File: src/sv/lbps_pkg.sv
package lbps_pkg;

   localparam int NUM_LEDS_DEFAULT = 4;
   localparam int LEVEL_W          = 4;
   localparam int TICK_W           = 6;
   localparam int REPEAT_W         = 8;
   localparam int REPEAT_FOREVER_BIT = 7;

   typedef enum logic [2:0] {
      OP_TICK           = 3'd0,
      OP_SET_MODE       = 3'd1,
      OP_SET_IF_CHANGED = 3'd2,
      OP_SET_FINAL      = 3'd3,
      OP_STEADY         = 3'd4
   } lbps_op_type;

   typedef enum logic [2:0] {
      MODE_OFF    = 3'd0,
      MODE_ON     = 3'd1,
      MODE_SLOW   = 3'd2,
      MODE_FLASH  = 3'd3,
      MODE_DOUBLE = 3'd4,
      MODE_QUICK  = 3'd5
   } lbps_mode_type;

   localparam logic [TICK_W-1:0] SLOW_ON        = 6'd21;
   localparam logic [TICK_W-1:0] SLOW_PERIOD    = 6'd24;
   localparam logic [TICK_W-1:0] FLASH_ON       = 6'd9;
   localparam logic [TICK_W-1:0] FLASH_PERIOD   = 6'd12;
   localparam logic [TICK_W-1:0] DOUBLE_ON      = 6'd5;
   localparam logic [TICK_W-1:0] DOUBLE_GAP_END = 6'd8;
   localparam logic [TICK_W-1:0] DOUBLE_OFF     = 6'd13;
   localparam logic [TICK_W-1:0] DOUBLE_PERIOD  = 6'd32;
   localparam logic [TICK_W-1:0] QUICK_ON       = 6'd5;
   localparam logic [TICK_W-1:0] QUICK_PERIOD   = 6'd8;

   typedef struct packed {
      logic [2:0]          op;
      logic [2:0]          mode;
      logic [REPEAT_W-1:0] repeat_count;
      logic                final_on;
   } lbps_cmd_type;

endpackage

File: src/sv/led_blink_pattern_sequencer_top.sv
// LED blink pattern sequencer, one pattern engine per LED.
// req channel: one beat per command. tuser carries the operation (tick,
// set mode, set mode if changed, set mode with final level, steady level);
// tdata carries led_index, mode, repeat_count and final_on.
// rsp channel: one beat per command with the LED levels after that command
// (led_levels, bit set when lit) and the active-low pin drive (pin_levels).
// A command is registered on acceptance and applied when it advances: a tick
// to every LED, a set operation to the LED it indexes. Its result is loaded
// into the output register as it is applied, and the rsp beat is valid from it.
// Throughput is one command per cycle while rsp_tready is high; the input and
// output registers let a new beat be taken while a result waits.
// When rsp_tready is low the result holds, one more command sits in the
// input register, and req_tready then falls until the result is taken.
// Reset puts every LED in mode off, unlit, with zero tick and repeat counts,
// and empties both registers.
module led_blink_pattern_sequencer_top #(
   parameter int NUM_LEDS = lbps_pkg::NUM_LEDS_DEFAULT
) (
   input  logic        clock,
   input  logic        reset,
   input  logic        req_tvalid,
   output logic        req_tready,
   input  logic [15:0] req_tdata,   // led_index[1:0], mode[4:2], repeat_count[12:5], final_on[13]
   input  logic [2:0]  req_tuser,   // operation[2:0]
   output logic        rsp_tvalid,
   input  logic        rsp_tready,
   output logic [7:0]  rsp_tdata    // led_levels[3:0], pin_levels[7:4]
);
   import lbps_pkg::*;

   logic         s1_valid_ff, s1_valid_in;
   lbps_cmd_type s1_cmd_ff, s1_cmd_in;
   logic [1:0]   s1_idx_ff, s1_idx_in;
   logic         rsp_valid_ff, rsp_valid_in;
   logic [7:0]   rsp_data_ff, rsp_data_in;

   logic                advance;
   logic                req_beat;
   logic [NUM_LEDS-1:0] sel;
   logic [NUM_LEDS-1:0] lit_next;
   logic [LEVEL_W-1:0]  levels;

   assign advance    = s1_valid_ff && (!rsp_valid_ff || rsp_tready);
   assign req_tready = !s1_valid_ff || advance;
   assign req_beat   = req_tvalid && req_tready;

   always_comb begin
      s1_valid_in = s1_valid_ff;
      s1_cmd_in   = s1_cmd_ff;
      s1_idx_in   = s1_idx_ff;
      if (req_beat) begin
         s1_valid_in           = 1'b1;
         s1_cmd_in.op          = req_tuser;
         s1_cmd_in.mode        = req_tdata[4:2];
         s1_cmd_in.repeat_count = req_tdata[12:5];
         s1_cmd_in.final_on    = req_tdata[13];
         s1_idx_in             = req_tdata[1:0];
      end else if (advance) begin
         s1_valid_in = 1'b0;
      end
   end

   for (genvar g = 0; g < NUM_LEDS; g++) begin : g_led
      assign sel[g] = (int'(s1_idx_ff) == g);
      lbps_led_unit u_led (
         .clock    (clock),
         .reset    (reset),
         .go       (advance),
         .hit      (sel[g]),
         .cmd      (s1_cmd_ff),
         .lit_next (lit_next[g])
      );
   end

   for (genvar b = 0; b < LEVEL_W; b++) begin : g_level
      if (b < NUM_LEDS) begin : g_present
         assign levels[b] = lit_next[b];
      end else begin : g_absent
         assign levels[b] = 1'b0;
      end
   end

   always_comb begin
      rsp_valid_in = rsp_valid_ff;
      rsp_data_in  = rsp_data_ff;
      if (advance) begin
         rsp_valid_in = 1'b1;
         rsp_data_in  = {~levels, levels};
      end else if (rsp_tready) begin
         rsp_valid_in = 1'b0;
      end
   end

   always_ff @(posedge clock) begin
      if (reset) begin
         s1_valid_ff  <= 1'b0;
         rsp_valid_ff <= 1'b0;
      end else begin
         s1_valid_ff  <= s1_valid_in;
         rsp_valid_ff <= rsp_valid_in;
      end
   end

   always_ff @(posedge clock) begin
      s1_cmd_ff   <= s1_cmd_in;
      s1_idx_ff   <= s1_idx_in;
      rsp_data_ff <= rsp_data_in;
   end

   assign rsp_tvalid = rsp_valid_ff;
   assign rsp_tdata  = rsp_data_ff;

endmodule

File: src/sv/lbps_led_unit.sv
module lbps_led_unit (
   input  logic                  clock,
   input  logic                  reset,
   input  logic                  go,
   input  logic                  hit,
   input  lbps_pkg::lbps_cmd_type cmd,
   output logic                  lit_next
);
   import lbps_pkg::*;

   logic [2:0]          mode_ff, mode_in;
   logic [TICK_W-1:0]   tick_ff, tick_in;
   logic [REPEAT_W-1:0] rep_ff, rep_in;
   logic                final_ff, final_in;
   logic                lit_ff, lit_in;

   logic [TICK_W-1:0]   t;
   logic [TICK_W-1:0]   period;
   logic [REPEAT_W-1:0] rep_dec;
   logic                on;
   logic                pattern;
   logic                steady_on;

   always_comb begin
      mode_in   = mode_ff;
      tick_in   = tick_ff;
      rep_in    = rep_ff;
      final_in  = final_ff;
      lit_in    = lit_ff;
      t         = tick_ff + 1'b1;
      period    = '0;
      on        = 1'b0;
      pattern   = 1'b0;
      rep_dec   = rep_ff - 1'b1;
      steady_on = (cmd.mode != 3'(MODE_OFF));
      if (go) begin
         if (lbps_op_type'(cmd.op) == OP_TICK) begin
            tick_in = t;
            unique case (lbps_mode_type'(mode_ff))
               MODE_OFF:    lit_in = 1'b0;
               MODE_ON:     lit_in = 1'b1;
               MODE_SLOW: begin
                  on = (t < SLOW_ON);  period = SLOW_PERIOD;  pattern = 1'b1;
               end
               MODE_FLASH: begin
                  on = (t < FLASH_ON); period = FLASH_PERIOD; pattern = 1'b1;
               end
               MODE_DOUBLE: begin
                  on = (t < DOUBLE_ON) || ((t > DOUBLE_GAP_END) && (t < DOUBLE_OFF));
                  period = DOUBLE_PERIOD; pattern = 1'b1;
               end
               MODE_QUICK: begin
                  on = (t < QUICK_ON); period = QUICK_PERIOD; pattern = 1'b1;
               end
               default: ;
            endcase
            if (pattern) begin
               lit_in = on;
               if (t >= period) begin
                  tick_in = '0;
                  if (!rep_ff[REPEAT_FOREVER_BIT]) begin
                     rep_in = rep_dec;
                     if (rep_dec == '0) begin
                        mode_in  = final_ff ? 3'(MODE_ON) : 3'(MODE_OFF);
                        final_in = on;
                     end
                  end
               end
            end
         end else if (hit) begin
            unique case (lbps_op_type'(cmd.op))
               OP_SET_MODE: begin
                  mode_in = cmd.mode; tick_in = '0; rep_in = cmd.repeat_count;
                  final_in = lit_ff;
               end
               OP_SET_IF_CHANGED: begin
                  if (mode_ff != cmd.mode) begin
                     mode_in = cmd.mode; tick_in = '0; rep_in = cmd.repeat_count;
                     final_in = lit_ff;
                  end
               end
               OP_SET_FINAL: begin
                  mode_in = cmd.mode; tick_in = '0; rep_in = cmd.repeat_count;
                  final_in = cmd.final_on;
               end
               OP_STEADY: begin
                  mode_in  = steady_on ? 3'(MODE_ON) : 3'(MODE_OFF);
                  tick_in  = '0;
                  rep_in   = '0;
                  final_in = steady_on;
                  lit_in   = steady_on;
               end
               default: ;
            endcase
         end
      end
   end

   assign lit_next = lit_in;

   always_ff @(posedge clock) begin
      if (reset) begin
         mode_ff  <= '0;
         tick_ff  <= '0;
         rep_ff   <= '0;
         final_ff <= 1'b0;
         lit_ff   <= 1'b0;
      end else begin
         mode_ff  <= mode_in;
         tick_ff  <= tick_in;
         rep_ff   <= rep_in;
         final_ff <= final_in;
         lit_ff   <= lit_in;
      end
   end

endmodule
File: config.mk
export PLATFORM = sky130hd
export DESIGN_NAME = led_blink_pattern_sequencer_top
export DESIGN_NICKNAME = d
export VERILOG_FILES = /design/src/sv/lbps_pkg.sv /design/src/sv/led_blink_pattern_sequencer_top.sv /design/src/sv/lbps_led_unit.sv
export SDC_FILE = /design/constraint.sdc
export NUM_CORES = 1
export LEC_CHECK = 0
export BUFFER_PORTS_ARGS = -buffer_cell sky130_fd_sc_hd__buf_2
export CORE_UTILIZATION = 63
export CTS_CLUSTER_DIAMETER = 100
export DETAILED_ROUTE_END_ITERATION = 8
export PLACE_DENSITY = 0.91
export SYNTH_ARGS = -nofsm -noshare
export SYNTH_HDL_FRONTEND = slang
export SYNTH_HIERARCHICAL = 1
export SYNTH_SLANG_ARGS = --single-unit
File: constraint.sdc
create_clock -name clock -period 3.9 [get_ports clock]
set_input_delay 0.975 -clock clock [delete_from_list [all_inputs] [get_ports clock]]
set_output_delay 0.975 -clock clock [all_outputs]
set_load 0.03 [all_outputs]
==> impl_metrics.csv, run 1 <==
group,metric,value,unit
setup_path,crit_end,"g_led[1].u_led/mode_ff[0]$_SDFFE_PP0P_",
routing,drcViolationCount,0,
synthesis,synth.area.top_cells,"dfxtp_1 22%, edfxtp_1 10%, ha_1 5.6%, a21oi_1 4.0%, nand2_1 3.9%",
layout,fin_area,7650,um^2
layout,antenna_cells,0,
routing,vias_per_cell,6.76,
global_route,antenna_found_initial,1,
clock_network,cts_hold_buf,0,
pwr,power_leakage,2.79,nW
pwr,pwr-share-seq,48.9,%
synthesis,synth-seq-cells,103,
clock_network,cts_tree,"yes",
setup_path,crit_required,4.11,ns
die,die-area,11900,um^2
layout,drive_gt1_share,11.6,%
sta,setup-tns-final,0,ns
global_route,grt.total_usage,31.6,%
placement,detailed_place_hpwl,12300,um
sta,grt_setup_unrepaired,"false",
setup_path,cp.buffers_inverters,0,
routing,drt_iter0_drc,567,
clock_network,clkLatencyLatePin,0.35,ns
global_route,grt_pass1_wl,29500,um
synthesis,yosysSeqAreaShare,32.1,%
setup_path,crit_family,"simple AND/OR/NAND/NOR gates",
setup_path,reg2reg_from,"g_led[1].u_led/rep_ff[0]$_SDFFE_PP0P_",
pwr,cellPowerDensity,320,nW/um^2
die,die_y,109,um
routing,final_antenna_net_count,0,
pwr,switching_power,669,uW
routing,totalWireLength,18000,um
pwr,pwr-share-clk,37.6,%
layout,area_growth_syn_to_layout,6.09,%
setup_path,cp.depth,9,
setup_path,arrival,3.37,ns
placement,dpl_cell_area,7350,um^2
die,num_rows,38,
pwr,power,2.45,mW
pwr,combPwrFrac,13.5,%
layout,seqCellArea,2310,um^2
run_status,status,"finished, final reports clean",
routing,avgRoutedWirePerCell,18.2,um
sta,skew,0.0103,ns
run,cap_violations,0,
clock_network,cts_buffer_depth,2,
global_route,grt_pass1_vias,6225,
pwr,p_sw_share,27.3,%
die,start_util,65.6,%
sta,fmax,317,MHz
pwr,ir_drop,0.262,mV
pwr,internal_power,1.78,mW
min_path,hp-class,"reg -> reg",
synthesis,synthFlopType,"dfxtp_1",
layout,multi_input_area,4460,um^2
setup_path,start_kind,"flip-flop",
setup_path,endpoint_kind,"flip-flop",
clock_network,cts_setup_buffers,0,
die,core,11000,um^2
setup_path,cp_common_cell,"or4_1",
setup_path,crit_fanout,6,
synthesis,yosys_warnings,6,
global_route,grt_overflow,0,
synthesis,syn-num-nets,893,
setup_path,worstReg2RegEnd,"g_led[1].u_led/mode_ff[0]$_SDFFE_PP0P_",
setup_path,crit_type,"reg -> reg",
sta,layout_min_cycle_time,3.16,ns
synthesis,synth_area,7210,um^2
sta,tightestPinTransition,0.803,ns
sta,min_period_over_period,80.9,%
global_route,grt_max_degree,36,
die,ios,33,
synthesis,synth_edf_count,25,
sta,setup_viol,0,
routing,vias,6677,
setup_path,worst-r2r-setup-slack,0.74,ns
synthesis,syn_inst,838,
setup_path,critical_path.startpoint,"g_led[1].u_led/rep_ff[0]$_SDFFE_PP0P_",
clock_network,clockRootBuffer,"clkbuf_16",
placement,io_buffers,30,
clock_network,h-tree-depth,3,
clock_network,cts_resized,0,
synthesis,syn_avg_cell_area,8.60,um^2
clock_network,clk_pin_slew,0.07,ns
setup_path,cpMaxStageDelayCell,"or4_1",
setup_path,crit_chain,"or4_1 -> or4_1 -> ha_1 -> nor4b_1 -> nand4b_1 -> nor3_1 -> o211ai_1 -> a221oi_1 -> a311oi_1",
routing,dr.pass1.iters,5,
sta,drv_slew,0,
synthesis,synth_top_area_share,21.7,%
synthesis,synth-async-reset-ratio,0,%
synthesis,ys_types,78,
clock_network,clock_sinks,103,
layout,fill_cells,804,
sta,timing.final.hold_violations,0,
setup_path,reg2regPathDepth,9,
clock_network,cts_buffers,9,
synthesis,synth_top_cell_by_area,"dfxtp_1",
die,die_x,109,um
layout,nets,898,
placement,place.gp.congestion,0.907,
setup_path,cpPeakStageDelay,0.63,ns
sta,maxSlewHeadroom,46.5,%
worst min-delay path by stage:
stage                                       endpoint  cells after the start  slack [ns]                                   from
5_1_grt                      rsp_tvalid$_SDFFE_PP0P_                      2        0.51               s1_valid_ff$_SDFFE_PP0P_
6_report                     rsp_tvalid$_SDFFE_PP0P_                      2        0.50               s1_valid_ff$_SDFFE_PP0P_
2_1_floorplan  g_led[0].u_led/rep_ff[3]$_SDFFE_PP0P_                      2        0.46  g_led[0].u_led/rep_ff[3]$_SDFFE_PP0P_
4_1_cts                      rsp_tvalid$_SDFFE_PP0P_                      2        0.49               s1_valid_ff$_SDFFE_PP0P_
3_5_place_dp   g_led[1].u_led/rep_ff[3]$_SDFFE_PP0P_                      2        0.48  g_led[1].u_led/rep_ff[3]$_SDFFE_PP0P_
3_3_place_gp   g_led[1].u_led/rep_ff[3]$_SDFFE_PP0P_                      2        0.48  g_led[1].u_led/rep_ff[3]$_SDFFE_PP0P_
cells in the final DEF, fill, tap and decap left out, drive strengths merged, types with 7 or more instances in the layout:
| master | netlist | layout |
|---|---|---|
| dfxtp | 78 | 78 |
| nand2 | 75 | 75 |
| a21oi | 59 | 59 |
| inv | 58 | 58 |
| nor2 | 51 | 51 |
| buf | 14 | 34 |
| ha | 32 | 32 |
| nand3 | 30 | 30 |
| xnor2 | 30 | 30 |
| o21ai | 30 | 30 |
| a22oi | 27 | 27 |
| edfxtp | 25 | 25 |
| and2 | 22 | 22 |
| nor3 | 18 | 18 |
| nand2b | 17 | 17 |
| o32ai | 15 | 15 |
| o31ai | 13 | 13 |
| and3 | 13 | 13 |
| a211oi | 12 | 12 |
| a31oi | 11 | 11 |
| xor2 | 11 | 11 |
| clkbuf | 26 | 11 |
| nor2b | 10 | 10 |
| nor4 | 10 | 10 |
| or4 | 9 | 9 |
| a221oi | 9 | 9 |
| maj3 | 8 | 8 |
| and2b | 8 | 8 |
| o221ai | 7 | 7 |
| o211ai | 7 | 7 |
| mux2i | 7 | 7 |
| or3b | 7 | 7 |
| or2 | 7 | 7 |
| a311oi | 7 | 7 |
per-stage QoR:
step	util [%]	hold WS, ns	setup WS (ns)	instances
after floorplan	-	0.457	1.14	838
after global placement	66.9	0.482	0.880	972
after detailed placement	66.9	0.484	0.795	972
after CTS	69.6	0.494	0.865	988
after global routing	69.6	0.511	0.580	988
final	69.6	0.495	0.744	988
synthesized netlist by cell type (5+ instances only):
master	instances
nor2_1	51
xnor2_1	30
and3_1	11
nand4_1	5
or4_1	9
nor4_1	6
and2b_1	6
nand2_1	75
o31ai_1	12
o221a_1	6
nand2b_1	17
a211oi_2	10
a21o_1	6
nor2b_1	10
nor3_1	17
mux2i_1	7
dfxtp_1	78
nand3_1	30
a22oi_1	27
ha_1	32
maj3_1	8
edfxtp_1	25
o211ai_1	7
xor2_1	11
a221oi_1	9
o2111ai_1	5
inv_1	58
clkbuf_1	24
o32ai_1	14
o221ai_1	7
a21oi_1	58
o21ai_0	30
and2_1	17
a31oi_1	11
layout make-up:
type | count | area share, %
multi-input combinational | 637 | 58.3
sequential | 103 | 30.2
clock buffer | 11 | 3.17
inverter | 58 | 2.85
timing repair buffer | 34 | 2.36
tap | 140 | 2.29
clock inverter | 5 | 0.753
sequential cells by signal, summed over array words and instances, names as in the netlist:
| name | count |
|---|---|
| g_led.u_led/mode_ff | 12 |
| g_led.u_led/lit_ff | 4 |
| g_led.u_led/tick_ff | 24 |
| g_led.u_led/final_ff | 4 |
| rsp_tdata | 8 |
| g_led.u_led/rep_ff | 32 |
| s1_valid_ff | 1 |
| s1_cmd_ff | 15 |
| rsp_tvalid | 1 |
| s1_idx_ff | 2 |
power by group through the flow:
stage,Clock (mW),Combinational (mW),Sequential [mW]
final,0.921,0.331,1.20
after global routing,0.964,0.362,1.20
after CTS,0.935,0.325,1.19
after detailed placement,0,0.321,1.22
after global placement,0,0.311,1.22
after floorplan,0,0.248,1.20
worst min-delay path, cell delays in order, from the launching register on:
cell     delay (ns)
dfxtp_1        0.34
inv_1          0.06
a21oi_1        0.05
cells by family after synthesis:
| logic type | Yosys count | share of synthesized area [%] |
|---|---|---|
| flip-flops | 103 | 32.1 |
| AO/OA/AOI/OAI | 245 | 25.3 |
| AND/OR/NAND/NOR | 304 | 24.0 |
| adder cells (fa/ha/maj) | 40 | 6.67 |
| XOR/XNOR | 41 | 4.98 |
| multiplexers | 7 | 0.972 |
| buffers and inverters | 98 | 6.02 |
routing by layer:
metal	track usage [%]	wire length (um)	up-vias
met2	50.4	8250	321
met5	0	0	-
met1	40.6	7500	3162
met4	16.7	624	0
li1	-	-	3138
met3	5.86	1620	56
Note: power is estimated with default switching activity, not from simulation.
==> run 2: changes to the inputs <==
==> constraint.sdc (replaced) <==
create_clock -name clock -period 3.1 [get_ports clock]
set_input_delay 0.775 -clock clock [delete_from_list [all_inputs] [get_ports clock]]
set_output_delay 0.775 -clock clock [all_outputs]
set_load 0.03 [all_outputs]
==> run 2 against run 1 <==
Net effect: register-to-register slack worse by 0.84 ns; largest cell class unchanged; largest power group unchanged; maximum frequency is 1.1% lower; critical path type unchanged; via count is 2.0% higher; setup slack worse by 0.84 ns; sequential power is 25% higher; the flow now finishes with violations (setup timing); die area stayed put; critical endpoint is now g_led[3].u_led/mode_ff[0]$_SDFFE_PP0P_; global-route usage is 0.20 points higher; wire length is 3.5% higher.
==> impl_metrics.csv, run 2 (synthesized netlist as in run 1, its figures left out) <==
group,metric,value,unit
pwr,power,3.10,mW
setup_path,crit_fanout,6,
die,die-area,11900,um^2
sta,setup_slack,-0.0913,ns
sta,fmax,313,MHz
setup_path,arrival,3.39,ns
sta,maxSlewHeadroom,55.0,%
sta,timing.final.hold_violations,0,
global_route,grt.total_usage,31.8,%
clock_network,h-tree-depth,3,
die,ios,33,
layout,largest_register_ffs,32,
global_route,grt_overflow,0,
setup_path,cp_common_cell,"or4_1",
global_route,grt_pass1_wl,29800,um
setup_path,start_kind,"flip-flop",
pwr,cellPowerDensity,395,nW/um^2
run,cap_violations,0,
global_route,grt_pass1_vias,6207,
pwr,pwr-share-seq,48.4,%
layout,antenna_cells,0,
pwr,power_leakage,2.90,nW
setup_path,worstReg2RegEnd,"g_led[3].u_led/mode_ff[0]$_SDFFE_PP0P_",
run_status,status,"complete, but fails checks",
die,start_util,65.6,%
routing,avgRoutedWirePerCell,18.4,um
pwr,pwr-share-clk,37.3,%
global_route,grt_max_degree,29,
layout,final_common_cell,"dfxtp_1",
sta,layout_min_cycle_time,3.19,ns
die,num_rows,38,
routing,final_antenna_net_count,0,
placement,io_buffers,30,
clock_network,clock_sinks,103,
clock_network,cts_buffers,9,
layout,drive_gt1_share,14.7,%
global_route,antenna_found_initial,0,
run_status,violations,"setup timing",
layout,fin_util,71.5,%
setup_path,worst-r2r-setup-slack,-0.09,ns
setup_path,crit_family,"simple AND/OR/NAND/NOR gates",
layout,mostFrequentLayoutCells,"78 x dfxtp_1, 75 x nand2_1, 58 x inv_1, 58 x a21oi_1, 51 x nor2_1",
die,core,11000,um^2
clock_network,clk_pin_slew,0.07,ns
sta,tightestPinTransition,0.676,ns
setup_path,crit_end,"g_led[3].u_led/mode_ff[0]$_SDFFE_PP0P_",
pwr,p_sw_share,27.5,%
routing,drt_iter0_drc,760,
clock_network,clkLatencyLatePin,0.35,ns
sta,fin_hold_ws,0.501,ns
pwr,ir_drop,0.399,mV
sta,drv_slew,0,
setup_path,crit_required,3.29,ns
layout,top_regs,"g_led.u_led/rep_ff: 32 flops, g_led.u_led/tick_ff: 24 flops, s1_cmd_ff: 15 flops",
routing,vias,6808,
layout,area_growth_syn_to_layout,8.92,%
routing,drcViolationCount,0,
clock_network,cts_tree,"yes",
routing,totalWireLength,18600,um
pwr,combPwrFrac,14.3,%
die,die_x,109,um
setup_path,cp.buffers_inverters,0,
pwr,internal_power,2.25,mW
setup_path,crit_type,"reg -> reg",
clock_network,cts_hold_buf,0,
sta,skew,0.00800,ns
routing,vias_per_cell,6.74,
die,die_y,109,um
placement,detailed_place_hpwl,12300,um
setup_path,cpMaxStageDelayCell,"or4_1",
setup_path,critical_path.startpoint,"g_led[3].u_led/rep_ff[0]$_SDFFE_PP0P_",
sta,min_period_over_period,103,%
routing,dr.pass1.iters,5,
sta,setup_viol,1,
sta,setup-tns-final,-0.0913,ns
setup_path,cpPeakStageDelay,0.62,ns
setup_path,reg2reg_from,"g_led[3].u_led/rep_ff[0]$_SDFFE_PP0P_",
setup_path,reg2regPathDepth,9,
placement,place.gp.congestion,0.948,
layout,regMostFlops,"g_led.u_led/rep_ff",
setup_path,endpoint_kind,"flip-flop",
setup_path,cp.depth,9,
pwr,switching_power,852,uW
clock_network,cts_buffer_depth,2,
min_path,hp-class,"reg -> reg",
setup_path,crit_chain,"or4_1 -> or4_1 -> ha_1 -> nor4b_2 -> nand4b_1 -> nor3_1 -> o211ai_1 -> a221oi_1 -> a311oi_1",
layout,nets,920,
clock_network,clockRootBuffer,"clkbuf_16",
[run 2: changes by cell type in the layout (fill, tap and decap cells not counted), moves of 2 or more]
cell and change:
o31ai_1 -2, clkinv_4 -2, nor4b_2 +2, o31ai_2 +2, buf_4 +22, nor4b_1 -2
[run 2: tightest hold or removal path: stages (launching register included)]
cell and delay (ns):
dfxtp_1 0.34, inv_1 0.06, a21oi_1 0.05
[run 2: layer usage]
| metal | track usage, % | wire [um] |
|---|---|---|
| met5 | 0 | 0 |
| met4 | 16.4 | 837 |
| met3 | 4.72 | 1830 |
| met2 | 51.2 | 8540 |
| met1 | 41.3 | 7410 |
[run 2: power groups by stage]
stage / registers (mW) / logic (mW) / clock network [mW]
6_report: 1.50 / 0.445 / 1.16
5_1_grt: 1.51 / 0.483 / 1.22
4_1_cts: 1.50 / 0.427 / 1.16
3_5_place_dp: 1.53 / 0.419 / 0
3_3_place_gp: 1.53 / 0.403 / 0
2_1_floorplan: 1.51 / 0.312 / 0
[run 2: repair_timing]
item | CTS | global route
endpoints found under the setup margin | 0 | 11
setup buffers | 0 | 4
resized for setup | 0 | 8
[run 2: area by class of cell]
cell class,instances,area (um^2)
flip-flops and latches,103,2310
well taps,140,175
fillers,760,3130
inverters,58,218
clock buffers,11,243
clock inverters,5,56.3
repair buffers,56,345
multi-input cells,637,4500
[run 2: stage by stage]
stage / setup WS (ns) / cell area, um^2 / cells
after detailed placement: 0.146 / 7480 / 990
after floorplan: 0.335 / 7210 / 838
after CTS: 0.0148 / 7780 / 1006
after global routing: -0.0847 / 7850 / 1010
final: -0.0913 / 7850 / 1010
after global placement: 0.204 / 7480 / 990
[run 2: worst min-delay path by stage]
stage | depth (start not counted) | end | slack [ns] | start
global route | 2 | g_led[3].u_led/rep_ff[3]$_SDFFE_PP0P_ | 0.52 | g_led[3].u_led/rep_ff[3]$_SDFFE_PP0P_
global placement | 2 | g_led[1].u_led/rep_ff[3]$_SDFFE_PP0P_ | 0.48 | g_led[1].u_led/rep_ff[3]$_SDFFE_PP0P_
CTS | 2 | g_led[0].u_led/rep_ff[3]$_SDFFE_PP0P_ | 0.50 | g_led[0].u_led/rep_ff[3]$_SDFFE_PP0P_
finish | 2 | rsp_tvalid$_SDFFE_PP0P_ | 0.50 | s1_valid_ff$_SDFFE_PP0P_
detailed placement | 2 | g_led[0].u_led/rep_ff[3]$_SDFFE_PP0P_ | 0.48 | g_led[0].u_led/rep_ff[3]$_SDFFE_PP0P_
floorplan | 2 | g_led[0].u_led/rep_ff[3]$_SDFFE_PP0P_ | 0.46 | g_led[0].u_led/rep_ff[3]$_SDFFE_PP0P_
